**config.mk**
```make
export PLATFORM = sky130hd
export DESIGN_NAME = lz77_in_queue
export DESIGN_NICKNAME = d
export VERILOG_FILES = /design/src/lz77_pkg.sv /design/src/lz77_in_queue.sv
export SDC_FILE = /design/constraint.sdc
export NUM_CORES = 1
export LEC_CHECK = 0
export BUFFER_PORTS_ARGS = -buffer_cell sky130_fd_sc_hd__buf_4
export CORE_MARGIN = 2
export CORE_UTILIZATION = 55
export DETAILED_ROUTE_END_ITERATION = 7
export PLACE_DENSITY = 0.74
export SLEW_MARGIN = 30
export SYNTH_ARGS = -nofsm -noshare
export SYNTH_HDL_FRONTEND = slang
export SYNTH_SLANG_ARGS = --single-unit
```
**constraint.sdc**
```tcl
create_clock -name clk -period 2.8 [get_ports clk]
set_input_delay 0.56 -clock clk [delete_from_list [all_inputs] [get_ports clk]]
set_output_delay 0.56 -clock clk [all_outputs]
set_load 0.05 [all_outputs]
```
**src/lz77_pkg.sv**
```systemverilog
// lz77 token encoder: shared types and constants
// used by the input queue, the match engine and the top level
`default_nettype none

package lz77_pkg;

  localparam int OFFSET_W  = 16;
  localparam int LENGTH_W  = 5;
  localparam int BYTE_W    = 8;
  localparam int OUT_DATA_W = 32;

  typedef struct packed {
    logic              eos;
    logic [BYTE_W-1:0] data;
  } in_item_t;

  typedef struct packed {
    logic [OFFSET_W-1:0] offset;
    logic [LENGTH_W-1:0] length;
    logic [BYTE_W-1:0]   literal;
    logic                last;
  } token_t;

  typedef enum logic [1:0] {
    ST_IDLE,
    ST_SCAN,
    ST_CONSUME,
    ST_EMIT
  } eng_state_t;

endpackage

`default_nettype wire

```
**src/lz77_in_queue.sv**
```systemverilog
// lz77 input side: accepts byte requests and queues them for the engine
// depends on lz77_pkg
`default_nettype none

module lz77_in_queue (
  input  wire logic               clk,
  input  wire logic               rst,
  input  wire logic               s_tvalid,
  output logic                    s_tready,
  input  wire logic [7:0]         s_tdata,  // data_byte
  input  wire logic               s_tlast,  // end_of_stream
  output logic                    q_valid,
  output lz77_pkg::in_item_t      q_item,
  input  wire logic               q_pop
);

  localparam int DEPTH = 4;
  localparam int PW    = 2;

  lz77_pkg::in_item_t mem [DEPTH];
  logic [PW-1:0] wr_ptr;
  logic [PW-1:0] rd_ptr;
  logic [PW:0]   fill;
  logic          push;
  logic          pop;

  assign s_tready = (fill != (PW+1)'(DEPTH));
  assign push     = s_tvalid && s_tready;
  assign q_valid  = (fill != '0);
  assign pop      = q_pop && q_valid;
  assign q_item   = mem[rd_ptr];

  always_ff @(posedge clk) begin
    if (push) begin
      mem[wr_ptr].data <= s_tdata;
      mem[wr_ptr].eos  <= s_tlast;
    end
  end

  always_ff @(posedge clk) begin
    if (rst) begin
      wr_ptr <= '0;
      rd_ptr <= '0;
      fill   <= '0;
    end else begin
      if (push) wr_ptr <= wr_ptr + 1'b1;
      if (pop)  rd_ptr <= rd_ptr + 1'b1;
      if (push && !pop)      fill <= fill + 1'b1;
      else if (pop && !push) fill <= fill - 1'b1;
    end
  end

endmodule

`default_nettype wire

```
==> reports/results.ini <==
[clock_network]
clk_latency_ns=0.34
numCtsBuffers=5
cts_tree=built
cts_root_buf=clkbuf_4
clk_pin_slew_worst_paths_ns=0.12
cts_sinks=45
cts_setup_buffers=0
holdBufCountCts=0
cts_max_level=2
clockBufferDepth=2
cts_resized=0

[timing]
fin_hold_ws_ns=0.406
max_slew_margin=0.599
rsz0062_at_grt=no
tns_ns=0
min_period_ns=2.43
max_slew.worst_pin.slew_ns=0.601
hold_viol=0
max_freq_mhz=412
setup_violations=0
slew_viol_final=0
finalClockSkew_ns=0.00578
finalCritPeriodShare=0.867
worst_slack_ns=0.373

[yosys]
ys_seq_area_frac=0.708
synth_area_leader_cell=edfxtp_1
synth_cell_types=23
synth_area_um2=1780
synth-edff-count=36
synth.net_count=114
syn_avg_cell_area_um2=18.7
synth_cells=95
yosys-top-cells-count=36 x edfxtp_1, 9 x dfxtp_1, 9 x mux4_2, 7 x nor2_1, 5 x ha_1
synth_ff_type=edfxtp_1
ys_ff_latch=45
synth_warnings=0
synth-async-reset-ratio=0
yosys-top-cells-area=edfxtp_1 61%, mux4_2 11%, dfxtp_1 10%, ha_1 3.5%, xor2_1 2.0%
synth.most_common_cell=edfxtp_1
synth_top_cell_area_share=0.607

[floorplan]
initial_core_util=0.578
core_um2=3080
ios=24
dieArea_um2=3710
die_x_um=60.9
rows=20
die_h_um=60.9

[layout]
area_delta_synth_final_pct=16.7
n_antenna_cell=0
drive_gt1_frac=0.358
seq_area_um2=1260
final_cells=167
multi_input_area_um2=493
fin_util=0.675
fill_cells=239
nets=141

[power]
power_leakage_uw=0.000751
ir_drop_v=0.000590
power_density_nw_per_um2=979

[worst_setup_path]
required_ns=2.24
cp_max_fo=9
worst_setup_path_end_kind=output pin
cp.arrival_ns=1.87
critical_path_class=register to output pin
crit_path_start_kind=register

[drt]
drc_errors=0
drt-vias-per-instance=5.23
wl_mm=2.68
ant_nets=0
dr_total_vias=874
dr.first_iter.drc_count=38
drt-pass1-iter-count=4
wl_per_cell_um=16.0

[global_routing]
grt_max_degree=14
antenna_found_initial=0
grt_pass1_vias=863
grt_pass1_wl_mm=4.17
overflow=0
grt_usage=0.171

[place]
place_ws_ns=0.550
dpl.cell_count=159
hpwl_mm=1.87
gp_congestion=0.748
port_buffers=23

[min_path]
holdCritPathClass=input pin to register

[status]
status=finished, final reports clean

[run]
cap_violations=0

==> where the power goes <==
group          switching, µW  total [µW]  internal, µW
combinational            432         715           283
clock                    190         403           213
sequential              96.3         917           820
total                    718        2030          1320
==> registers in the layout, summed over array words and instances (netlist names), named ones only <==
| register | count |
|---|---|
| wr_ptr | 2 |
| fill | 3 |
| rd_ptr | 2 |
| mem | 36 |
==> critical path: stages, from the launching register on <==
cell	delay, ns
dfxtp_1	0.72
mux4_2	0.60
buf_4	0.21
==> cells by family after synthesis <==
family	Yosys count	synth area share
compound gates	5	0.0281
mux	12	0.134
xor+xnor	4	0.0197
simple gates	17	0.0492
buf+inv	6	0.0148
fa+ha+maj	6	0.0464
flops	45	0.708
==> layout make-up <==
class / count / area share
Sequential cell: 45 / 0.607
Multi-Input combinational cell: 44 / 0.237
Timing Repair Buffer: 23 / 0.0831
Clock buffer: 7 / 0.0265
Tap cell: 44 / 0.0265
Clock inverter: 1 / 0.0144
Inverter: 3 / 0.00542
==> layout by cell type (no fill, tap or decap) <==
| master | n |
|---|---|
| a21boi_4 | 1 |
| a21oi_1 | 1 |
| and2_1 | 4 |
| buf_4 | 23 |
| bufinv_16 | 1 |
| clkbuf_1 | 1 |
| clkbuf_4 | 5 |
| clkbuf_8 | 1 |
| dfxtp_1 | 9 |
| edfxtp_1 | 36 |
| fa_1 | 1 |
| ha_1 | 5 |
| inv_1 | 3 |
| mux2_4 | 1 |
| mux2i_1 | 2 |
| mux4_2 | 9 |
| nand2_1 | 1 |
| nand2b_1 | 2 |
| nor2_1 | 7 |
| nor2_2 | 1 |
| o21ai_0 | 1 |
| o311ai_1 | 1 |
| o31ai_2 | 1 |
| or3_1 | 1 |
| or3_2 | 1 |
| xor2_1 | 4 |
==> metal layers <==
layer / wire length, µm / track usage
met1: 1120 / 0.205
met2: 1420 / 0.287
met3: 107 / 0.0640
met4: 36 / 0.0559
met5: 0 / 0
==> stage by stage <==
stage | instance area [µm²] | total power [µW]
after floorplan | 1780 | 1470
after global placement | 1990 | 1640
after detailed placement | 1990 | 1660
after CTS | 2080 | 2060
after global routing | 2080 | 2140
final | 2080 | 2030
==> worst paths after layout <==
path / start / to / slack [ns] / cells past startpoint
setup / recovery: register / q_item[1] / 0.37 / 2
hold / removal: s_tdata[2] / mem[1][2] / 0.41 / 1
setup reg to reg: fill[0] / fill[2] / 0.62 / 8
hold reg to reg: wr_ptr[1] / wr_ptr[1] / 0.53 / 2
Power figures use the tool's default switching activity.
